File: config.mk
export PLATFORM = sky130hd
export DESIGN_NAME = page_frame_free_list_allocator_flat
export DESIGN_NICKNAME = d
export VERILOG_FILES = /design/src/pffl_pkg.sv /design/src/pffl_req_if.sv /design/src/pffl_rsp_if.sv /design/src/page_frame_free_list_allocator.sv /design/src/pffl_store.sv /design/src/flat_wrapper.sv
export VERILOG_INCLUDE_DIRS = /design/src /design/src/src
export SDC_FILE = /design/constraint.sdc
export NUM_CORES = 2
export LEC_CHECK = 0
export BUFFER_PORTS_ARGS = -buffer_cell sky130_fd_sc_hd__buf_2
export CAP_MARGIN = 20
export CORE_UTILIZATION = 50
export CTS_CLUSTER_SIZE = 12
export DETAILED_ROUTE_END_ITERATION = 8
export GPL_TIMING_DRIVEN = 0
export PLACE_DENSITY_LB_ADDON = 0.25
export SYNTH_ARGS = -nofsm -noshare
export SYNTH_HDL_FRONTEND = slang
export SYNTH_SLANG_ARGS = --single-unit
File: constraint.sdc
create_clock -name clk_i -period 8.5 [get_ports clk_i]
set_input_delay 1.7 -clock clk_i [delete_from_list [all_inputs] [get_ports clk_i]]
set_output_delay 1.7 -clock clk_i [all_outputs]
set_load 0.02 [all_outputs]
File: src/page_frame_free_list_allocator_assert.svh
// Assertion macros for the page frame allocator.
// Used by modules that have clk_i and rst_ni in scope.
`ifndef PAGE_FRAME_FREE_LIST_ALLOCATOR_ASSERT_SVH
`define PAGE_FRAME_FREE_LIST_ALLOCATOR_ASSERT_SVH

// Same-cycle implication, checked out of reset.
`define PFFL_ASSERT_IMP(lbl, ante, cons, msg) \
  lbl: assert property (@(posedge clk_i) disable iff (!rst_ni) (ante) |-> (cons)) \
    else $error(msg);

// Next-cycle implication, checked out of reset.
`define PFFL_ASSERT_NXT(lbl, ante, cons, msg) \
  lbl: assert property (@(posedge clk_i) disable iff (!rst_ni) (ante) |=> (cons)) \
    else $error(msg);

`endif

File: src/pffl_pkg.sv
// Shared constants, codes and types of the page frame allocator.
// No dependencies.
package pffl_pkg;

  localparam int NUM_FRAMES_DEF = 256;
  localparam int MAX_ALLOC_DEF  = 16;

  localparam int FRAME_W  = 8;
  localparam int COUNT_W  = 5;
  localparam int STATUS_W = 2;

  // Request types
  localparam logic REQ_ALLOC = 1'b0;
  localparam logic REQ_FREE  = 1'b1;

  // Result status codes
  localparam logic [STATUS_W-1:0] ST_OK       = 2'd0;
  localparam logic [STATUS_W-1:0] ST_SHORT    = 2'd1;
  localparam logic [STATUS_W-1:0] ST_NOT_USED = 2'd2;

  // Port controls of the frame store
  typedef struct packed {
    logic q_we;     // queue write
    logic q_re;     // queue read
    logic u_we;     // used-mark write
    logic u_wdata;  // used-mark write value
    logic u_re;     // used-mark read
  } mem_ctl_t;

endpackage

File: src/pffl_req_if.sv
// Request channel of the page frame allocator.
// Depends on pffl_pkg.
interface pffl_req_if;
  logic                        valid;
  logic                        ready;
  logic                        req_type;
  logic [pffl_pkg::COUNT_W-1:0] count;
  logic [pffl_pkg::FRAME_W-1:0] frame;

  modport source (output valid, output req_type, output count, output frame, input ready);
  modport sink   (input valid, input req_type, input count, input frame, output ready);
endinterface

File: src/pffl_rsp_if.sv
// Result channel of the page frame allocator.
// Depends on pffl_pkg.
interface pffl_rsp_if;
  logic                         valid;
  logic                         ready;
  logic [pffl_pkg::FRAME_W-1:0]  frame_out;
  logic [pffl_pkg::STATUS_W-1:0] status;
  logic                         last;

  modport source (output valid, output frame_out, output status, output last, input ready);
  modport sink   (input valid, input frame_out, input status, input last, output ready);
endinterface

File: src/page_frame_free_list_allocator.sv
// Page frame allocator: free frames in a FIFO queue, one used mark per frame.
// After reset a clearing pass loads the queue with frame numbers in ascending
// order and clears all used marks; no request is taken during it. An allocate
// of N frames sends one result per frame, since the sequencer issues the registered
// read of the queue memory for each frame only after the previous frame has been
// sent. A free, or any failed request, gives a single result. Requests are handled
// one at a time; a result waits in an output register while the block goes on.
// Depends on pffl_pkg, pffl_req_if, pffl_rsp_if, pffl_store and the assertion
// header.
module page_frame_free_list_allocator #(
  parameter int NUM_FRAMES = pffl_pkg::NUM_FRAMES_DEF,
  parameter int MAX_ALLOC  = pffl_pkg::MAX_ALLOC_DEF
) (
  input logic        clk_i,
  input logic        rst_ni,
  pffl_req_if.sink   req_i,
  pffl_rsp_if.source rsp_o
);

  localparam int AW = $clog2(NUM_FRAMES);
  localparam int CW = $clog2(NUM_FRAMES + 1);
  localparam int KW = pffl_pkg::COUNT_W;

  localparam logic [AW-1:0] LAST_IDX = AW'(NUM_FRAMES - 1);
  localparam logic [CW-1:0] FULL_CNT = CW'(NUM_FRAMES);

  // Sequencer states
  localparam logic [2:0] S_INIT = 3'd0;
  localparam logic [2:0] S_IDLE = 3'd1;
  localparam logic [2:0] S_ACHK = 3'd2;
  localparam logic [2:0] S_ARD  = 3'd3;
  localparam logic [2:0] S_AOUT = 3'd4;
  localparam logic [2:0] S_FRD  = 3'd5;
  localparam logic [2:0] S_FCHK = 3'd6;
  localparam logic [2:0] S_EMIT = 3'd7;

  logic [2:0]    state_q, state_d;
  logic [AW-1:0] clr_idx_q, clr_idx_d;
  logic [AW-1:0] head_q, head_d;
  logic [AW-1:0] tail_q, tail_d;
  logic [CW-1:0] free_cnt_q, free_cnt_d;
  logic [KW-1:0] k_q, k_d;

  // Latched request
  logic                            type_q;
  logic [KW-1:0]                   cnt_q;
  logic [pffl_pkg::FRAME_W-1:0]    fr_q;
  logic [pffl_pkg::STATUS_W-1:0]   res_st_q, res_st_d;

  // Output register
  logic                            rsp_valid_q, rsp_valid_d;
  logic [pffl_pkg::FRAME_W-1:0]    rsp_frame_q, rsp_frame_d;
  logic [pffl_pkg::STATUS_W-1:0]   rsp_status_q, rsp_status_d;
  logic                            rsp_last_q, rsp_last_d;

  pffl_pkg::mem_ctl_t ctl;
  logic [AW-1:0]      q_waddr, q_wdata, q_rdata, u_waddr;
  logic               u_rdata;

  logic          req_xfer;
  logic          out_free;
  logic          fr_in_range;
  logic          alloc_bad;
  logic          k_last;
  logic [AW-1:0] fr_idx;

  assign req_i.ready   = (state_q == S_IDLE);
  assign req_xfer      = req_i.valid && req_i.ready;
  assign out_free      = !rsp_valid_q || rsp_o.ready;

  assign rsp_o.valid     = rsp_valid_q;
  assign rsp_o.frame_out = rsp_frame_q;
  assign rsp_o.status    = rsp_status_q;
  assign rsp_o.last      = rsp_last_q;

  assign fr_idx      = AW'(fr_q);
  assign fr_in_range = 32'(fr_q) < 32'(NUM_FRAMES);
  assign alloc_bad   = (cnt_q == '0) || (32'(cnt_q) > 32'(MAX_ALLOC))
                       || (32'(cnt_q) > 32'(free_cnt_q));
  assign k_last      = (KW'(k_q + 1'b1) == cnt_q);

  pffl_store #(
    .NUM_FRAMES (NUM_FRAMES)
  ) u_store (
    .clk_i     (clk_i),
    .ctl_i     (ctl),
    .q_waddr_i (q_waddr),
    .q_wdata_i (q_wdata),
    .q_raddr_i (head_q),
    .q_rdata_o (q_rdata),
    .u_waddr_i (u_waddr),
    .u_raddr_i (fr_idx),
    .u_rdata_o (u_rdata)
  );

  // Sequencer and store control
  always_comb begin
    state_d      = state_q;
    clr_idx_d    = clr_idx_q;
    head_d       = head_q;
    tail_d       = tail_q;
    free_cnt_d   = free_cnt_q;
    k_d          = k_q;
    res_st_d     = res_st_q;
    rsp_valid_d  = rsp_valid_q && !rsp_o.ready;
    rsp_frame_d  = rsp_frame_q;
    rsp_status_d = rsp_status_q;
    rsp_last_d   = rsp_last_q;
    ctl          = '0;
    q_waddr      = tail_q;
    q_wdata      = fr_idx;
    u_waddr      = fr_idx;

    unique case (state_q)
      S_INIT: begin
        // Clearing pass: queue[i] = i, used[i] = 0
        ctl.q_we  = 1'b1;
        ctl.u_we  = 1'b1;
        q_waddr   = clr_idx_q;
        q_wdata   = clr_idx_q;
        u_waddr   = clr_idx_q;
        clr_idx_d = clr_idx_q + 1'b1;
        if (clr_idx_q == LAST_IDX) begin
          state_d = S_IDLE;
        end
      end
      S_IDLE: begin
        if (req_xfer) begin
          state_d = (req_i.req_type == pffl_pkg::REQ_FREE) ? S_FRD : S_ACHK;
        end
      end
      S_ACHK: begin
        k_d = '0;
        if (alloc_bad) begin
          res_st_d = pffl_pkg::ST_SHORT;
          state_d  = S_EMIT;
        end else begin
          state_d = S_ARD;
        end
      end
      S_ARD: begin
        ctl.q_re = 1'b1;
        state_d  = S_AOUT;
      end
      S_AOUT: begin
        // Send one frame, mark it used and pop it
        if (out_free) begin
          rsp_valid_d  = 1'b1;
          rsp_frame_d  = pffl_pkg::FRAME_W'(q_rdata);
          rsp_status_d = pffl_pkg::ST_OK;
          rsp_last_d   = k_last;
          ctl.u_we     = 1'b1;
          ctl.u_wdata  = 1'b1;
          u_waddr      = q_rdata;
          head_d       = (head_q == LAST_IDX) ? '0 : head_q + 1'b1;
          free_cnt_d   = free_cnt_q - 1'b1;
          k_d          = k_q + 1'b1;
          state_d      = k_last ? S_IDLE : S_ARD;
        end
      end
      S_FRD: begin
        ctl.u_re = 1'b1;
        state_d  = S_FCHK;
      end
      S_FCHK: begin
        if (fr_in_range && u_rdata) begin
          ctl.u_we   = 1'b1;
          ctl.q_we   = 1'b1;
          tail_d     = (tail_q == LAST_IDX) ? '0 : tail_q + 1'b1;
          free_cnt_d = free_cnt_q + 1'b1;
          res_st_d   = pffl_pkg::ST_OK;
        end else begin
          res_st_d = pffl_pkg::ST_NOT_USED;
        end
        state_d = S_EMIT;
      end
      S_EMIT: begin
        // Single result: free acknowledge or failure
        if (out_free) begin
          rsp_valid_d  = 1'b1;
          rsp_frame_d  = '0;
          rsp_status_d = res_st_q;
          rsp_last_d   = 1'b1;
          state_d      = S_IDLE;
        end
      end
      default: begin
        state_d = S_INIT;
      end
    endcase
  end

  // Control registers
  always_ff @(posedge clk_i or negedge rst_ni) begin
    if (!rst_ni) begin
      state_q     <= S_INIT;
      clr_idx_q   <= '0;
      head_q      <= '0;
      tail_q      <= '0;
      free_cnt_q  <= FULL_CNT;
      k_q         <= '0;
      rsp_valid_q <= 1'b0;
    end else begin
      state_q     <= state_d;
      clr_idx_q   <= clr_idx_d;
      head_q      <= head_d;
      tail_q      <= tail_d;
      free_cnt_q  <= free_cnt_d;
      k_q         <= k_d;
      rsp_valid_q <= rsp_valid_d;
    end
  end

  // Payload registers
  always_ff @(posedge clk_i) begin
    if (req_xfer) begin
      type_q <= req_i.req_type;
      cnt_q  <= req_i.count;
      fr_q   <= req_i.frame;
    end
    res_st_q     <= res_st_d;
    rsp_frame_q  <= rsp_frame_d;
    rsp_status_q <= rsp_status_d;
    rsp_last_q   <= rsp_last_d;
  end

`include "page_frame_free_list_allocator_assert.svh"

  `PFFL_ASSERT_IMP(a_cnt_bound, 1'b1, free_cnt_q <= FULL_CNT, "free count above frame count")
  `PFFL_ASSERT_IMP(a_ptr_match, (free_cnt_q == FULL_CNT) || (free_cnt_q == '0), head_q == tail_q, "queue pointers disagree with free count")
  `PFFL_ASSERT_IMP(a_fail_last, rsp_valid_q && (rsp_status_q != pffl_pkg::ST_OK), rsp_last_q && (rsp_frame_q == '0), "failure result not single")
  `PFFL_ASSERT_IMP(a_init_quiet, state_q == S_INIT, !rsp_valid_q, "result during clearing pass")
  `PFFL_ASSERT_NXT(a_alloc_type, (state_q == S_ACHK) || (state_q == S_ARD), type_q == pffl_pkg::REQ_ALLOC, "allocate path entered by free")

endmodule

File: src/pffl_store.sv
// Frame store: free queue memory and per-frame used marks.
// One write and one registered read per memory each cycle. Depends on pffl_pkg.
module pffl_store #(
  parameter int NUM_FRAMES = pffl_pkg::NUM_FRAMES_DEF
) (
  input  logic                          clk_i,
  input  pffl_pkg::mem_ctl_t            ctl_i,
  input  logic [$clog2(NUM_FRAMES)-1:0] q_waddr_i,
  input  logic [$clog2(NUM_FRAMES)-1:0] q_wdata_i,
  input  logic [$clog2(NUM_FRAMES)-1:0] q_raddr_i,
  output logic [$clog2(NUM_FRAMES)-1:0] q_rdata_o,
  input  logic [$clog2(NUM_FRAMES)-1:0] u_waddr_i,
  input  logic [$clog2(NUM_FRAMES)-1:0] u_raddr_i,
  output logic                          u_rdata_o
);

  localparam int AW = $clog2(NUM_FRAMES);

  logic [AW-1:0] queue_mem [NUM_FRAMES];
  logic          used_mem  [NUM_FRAMES];

  // Free queue
  always_ff @(posedge clk_i) begin
    if (ctl_i.q_we) begin
      queue_mem[q_waddr_i] <= q_wdata_i;
    end
    if (ctl_i.q_re) begin
      q_rdata_o <= queue_mem[q_raddr_i];
    end
  end

  // Used marks
  always_ff @(posedge clk_i) begin
    if (ctl_i.u_we) begin
      used_mem[u_waddr_i] <= ctl_i.u_wdata;
    end
    if (ctl_i.u_re) begin
      u_rdata_o <= used_mem[u_raddr_i];
    end
  end

endmodule
File: src/flat_wrapper.sv
// flat-port wrapper written by rule: the top's interface ports become plain ports
module page_frame_free_list_allocator_flat 
#(
  parameter int NUM_FRAMES = pffl_pkg::NUM_FRAMES_DEF,
  parameter int MAX_ALLOC  = pffl_pkg::MAX_ALLOC_DEF
)
  (clk_i, rst_ni, req_i_valid, req_i_req_type, req_i_count, req_i_frame, req_i_ready, rsp_o_valid, rsp_o_frame_out, rsp_o_status, rsp_o_last, rsp_o_ready);
  pffl_req_if req_i_i ();
  pffl_rsp_if rsp_o_i ();
  input logic clk_i;
  input logic rst_ni;
  input wire logic [$bits(req_i_i.valid)-1:0] req_i_valid;
  input wire logic [$bits(req_i_i.req_type)-1:0] req_i_req_type;
  input wire logic [$bits(req_i_i.count)-1:0] req_i_count;
  input wire logic [$bits(req_i_i.frame)-1:0] req_i_frame;
  output wire logic [$bits(req_i_i.ready)-1:0] req_i_ready;
  output wire logic [$bits(rsp_o_i.valid)-1:0] rsp_o_valid;
  output wire logic [$bits(rsp_o_i.frame_out)-1:0] rsp_o_frame_out;
  output wire logic [$bits(rsp_o_i.status)-1:0] rsp_o_status;
  output wire logic [$bits(rsp_o_i.last)-1:0] rsp_o_last;
  input wire logic [$bits(rsp_o_i.ready)-1:0] rsp_o_ready;
  assign req_i_i.valid = req_i_valid;
  assign req_i_i.req_type = req_i_req_type;
  assign req_i_i.count = req_i_count;
  assign req_i_i.frame = req_i_frame;
  assign req_i_ready = req_i_i.ready;
  assign rsp_o_valid = rsp_o_i.valid;
  assign rsp_o_frame_out = rsp_o_i.frame_out;
  assign rsp_o_status = rsp_o_i.status;
  assign rsp_o_last = rsp_o_i.last;
  assign rsp_o_i.ready = rsp_o_ready;
  page_frame_free_list_allocator #(.NUM_FRAMES(NUM_FRAMES), .MAX_ALLOC(MAX_ALLOC)) u_core (.clk_i(clk_i), .rst_ni(rst_ni), .req_i(req_i_i), .rsp_o(rsp_o_i));
endmodule
==> out/summary.json <==
{
  "worst_setup_path": {
    "timing.critical_path.buf_inv": 6,
    "crit_chain": "buf_4, buf_2, buf_2, buf_2, buf_2, mux4_2, o21ai_0, o21ai_0, o41ai_1, o32ai_1, buf_2",
    "ff2ff_path_depth": 11,
    "top_cell_family_by_delay_on_the_critical_path": "buffers and inverters",
    "required_ps": 9110,
    "regToRegEndpoint": "u_core.u_store.q_rdata_o[1]",
    "critical_path_cell_count": 11,
    "timing_worst_setup_path_type": "reg2reg",
    "rr_startpoint": "u_core.head_q[1]",
    "r2r_slack_ps": 2340,
    "critical_path.max_stage_delay_ps": 1050,
    "worst_setup_path_start_kind": "flip-flop",
    "crit_path_max_fanout": 10,
    "critPathMostFrequentCell": "buf_2",
    "endpoint_kind": "flip-flop",
    "cp.arrival_ps": 6760,
    "cell_with_the_largest_stage_delay_on_the_worst_path": "o41ai_1"
  },
  "global_route": {
    "grt_overflow": 0,
    "global_route.usage.total_pct": 35.2,
    "grt_start_max_net_pins": 93,
    "global_route_wire_length_before_repair_um": 445000,
    "vias_in_the_first_global_route": 51400,
    "number_of_antenna_violations_at_the_first_check_in_global_routing": 27
  },
  "yosys": {
    "synth.lib_cells_used.distinct": 68,
    "synth_flop_type": "edfxtp_1",
    "ys_ff_latch": 2381,
    "synth_enable_flop_cells": 2339,
    "post_synth_inst_count": 4874,
    "asr_flop_ratio_synth_pct": 1.76,
    "syn_nets": 4909,
    "post_synthesis_instance_area_um2": 94300,
    "synth.yosys.seq_area_share_pct": 75.6,
    "synth_warnings": 0,
    "syn_area_per_cell_um2": 19.3
  },
  "detailed_routing": {
    "detail_route.drc_violations": 0,
    "vias": 55200,
    "drt_pre_antenna_iters": 9,
    "routed_wire_length_per_instance_um": 42.7,
    "totalWireLength_um": 337000,
    "drtAntennaViolNets": 0,
    "viasPerCell": 7.00,
    "drt-initial-drc-count": 11200
  },
  "clock_tree": {
    "number_of_setup_buffers_added_after_cts": 0,
    "cts.reportedPaths.clkPinSlew_ps": 60,
    "clk_path_buf_depth": 3,
    "cts_htree_levels": 4,
    "post_cts_resized": 0,
    "cts_sink_cnt": 2381,
    "worst_skew_pair.late_latency_ps": 900,
    "tritoncts": "done",
    "postCtsHoldBufs": 0,
    "total_clock_buffers_created_by_cts": 234,
    "cts_root_buffer": "clkbuf_16"
  },
  "floorplanning": {
    "die_height_um": 436,
    "placementRows": 159,
    "initial_cell_density_of_the_core_pct": 50.3,
    "floorplan.io_pins": 31,
    "die_area_um2": 190000,
    "core_region_area_um2": 188000,
    "die-width_um": 436
  },
  "placement": {
    "globalplace.congestion": 1.08,
    "place.detailed.hpwl_um": 222000,
    "port-buffer-count": 30
  },
  "flow_run": {
    "cap_viol_max_count": 0
  },
  "timing": {
    "whs_ps": 493,
    "clock-skew-final_ps": 54.2,
    "timing_max_transition_violations_final": 0,
    "highest_clock_frequency_the_design_can_meet_ghz": 0.162,
    "tightest_slew_ps": 1390,
    "slew-limit-headroom_pct": 7.38,
    "grt_setup_unrepaired": "false",
    "setup_viol": 0,
    "final_cycle_share_pct": 72.4,
    "final_period_minus_worst_setup_slack_ps": 6160,
    "finalSetupTns_ps": 0,
    "timing_hold_violations_final": 0
  },
  "cells_and_area": {
    "areaGrowthSynthToFinish_pct": 12.6,
    "layout.core_utilization_pct": 56.6,
    "fin_nets": 5255,
    "drive_above_1_share_pct": 20.7,
    "final.fill_count": 14000
  },
  "worst_hold_path": {
    "hold_end": "u_core.free_cnt_q[8]",
    "hold-path-cell-count": 1,
    "worst_hold_path_type": "reg2reg",
    "timing.hold.worst.start": "u_core.free_cnt_q[8]"
  },
  "pwr": {
    "pwr_density_cell_nw_per_um2": 352,
    "power_leakage_nw": 33.3,
    "vdd.ir_drop.worst_uv": 254,
    "total_power_mw": 37.4
  },
  "outcome": {
    "run_status": "finished, final reports clean"
  }
}
==> synthesized netlist by cell type, types with 41 or more instances <==
cell	number	area [µm²]
nor2_1	571	2140
mux2i_1	159	1590
a22oi_1	104	781
o21ai_0	55	275
clkbuf_1	162	608
nand3_1	47	235
nand2_1	195	732
a21oi_1	66	330
buf_2	69	345
dfrtp_1	41	1030
mux4_2	524	11800
edfxtp_1	2339	70200
a221oi_1	43	377
==> worst register-to-register path, delay by kind of cell, from the launching register on <==
family	cells	cell delay (ps)
flip-flops	1	350
multiplexers	1	480
buffers and inverters	6	3260
AO/OA/AOI/OAI	4	1770
==> worst max path at each step <==
stage,startpoint,to
detailed placement,u_core.head_q[1],u_core.u_store.q_rdata_o[1]
finish,u_core.head_q[1],u_core.u_store.q_rdata_o[1]
CTS,u_core.head_q[1],u_core.u_store.q_rdata_o[1]
floorplan,rsp_o_ready,u_core.u_store.used_mem[0]
global placement,rsp_o_ready,u_core.u_store.used_mem[124]
global route,u_core.head_q[1],u_core.u_store.q_rdata_o[1]
==> sequential cells by signal, summed over array words and instances (netlist names) <==
register                  flops
u_core.clr_idx_q              8
u_core.cnt_q                  5
u_core.fr_idx                 8
u_core.free_cnt_q             9
u_core.head_q                 8
u_core.k_q                    5
u_core.res_st_q               2
u_core.rsp_o.frame_out        8
u_core.rsp_o.last             1
u_core.rsp_o.status           2
u_core.rsp_o.valid            1
u_core.state_q                3
u_core.tail_q                 8
u_core.u_store.q_rdata_o      8
u_core.u_store.queue_mem   2048
u_core.u_store.u_rdata_o      1
u_core.u_store.used_mem     256
==> logic make-up (layout without fill, tap and decap cells) <==
group,count (synthesis),after routing,synth area share (%)
buffers and inverters,331,838,1.75
adders and majority gates,17,17,0.234
AOI/OAI and AO/OA,462,462,3.51
DFF,2381,2381,75.6
other,0,18,0
muxes,694,694,14.3
xor gates and xnor gates,36,36,0.334
and+or+nand+nor,953,953,4.24
==> placed cells by master, fill, tap and decap left out, types with 30 or more instances in the layout <==
cell       count
clkbuf_16    235
edfxtp_1    2339
clkinv_1      32
a22oi_1      104
o22ai_1       31
buf_16        31
o21ai_0       53
nand2_1      190
mux2i_1      159
a221oi_1      43
dfrtp_1       41
clkbuf_2      33
a22o_1        31
mux4_2       524
nand3_1       47
buf_4         30
buf_2        117
nor2_1       570
a21oi_1       66
clkbuf_1     217
==> cell type report <==
class	instances	area [µm²]	share of cell area, %
Sequential cell	2381	71300	67.1
Multi-Input combinational cell	2162	21500	20.2
Clock buffer	331	6320	5.95
Tap cell	2495	3120	2.94
Timing Repair Buffer	110	1670	1.58
Buffer	312	1640	1.54
Clock inverter	66	587	0.553
Inverter	19	71.3	0.0672
Antenna cell	18	45.0	0.0424
==> metrics by stage <==
step | std cells | setup slack (ps) | cell area, µm²
3_3_place_gp | 7399 | -2580 | 97600
4_1_cts | 7873 | 2870 | 106000
5_1_grt | 7877 | 2800 | 106000
3_5_place_dp | 7476 | 2880 | 99200
2_1_floorplan | 4874 | 1110 | 94300
6_report | 7894 | 2340 | 106000
==> power breakdown <==
part,internal (mW),switching [mW],total (mW)
logic,3.78,9.67,13.5
registers,14.2,0.110,14.3
clock network,5.23,4.45,9.69
total,23.2,14.2,37.4
==> layer usage <==
layer | GRT usage (%) | vias to the layer above | routed length [µm]
met5 | 0 | - | 162
met4 | 20.4 | 24 | 23600
met3 | 14.7 | 1020 | 55800
met2 | 48.8 | 5093 | 141000
met1 | 46.8 | 28600 | 116000
li1 | - | 20500 | -
(Power assumes the default switching activity.)
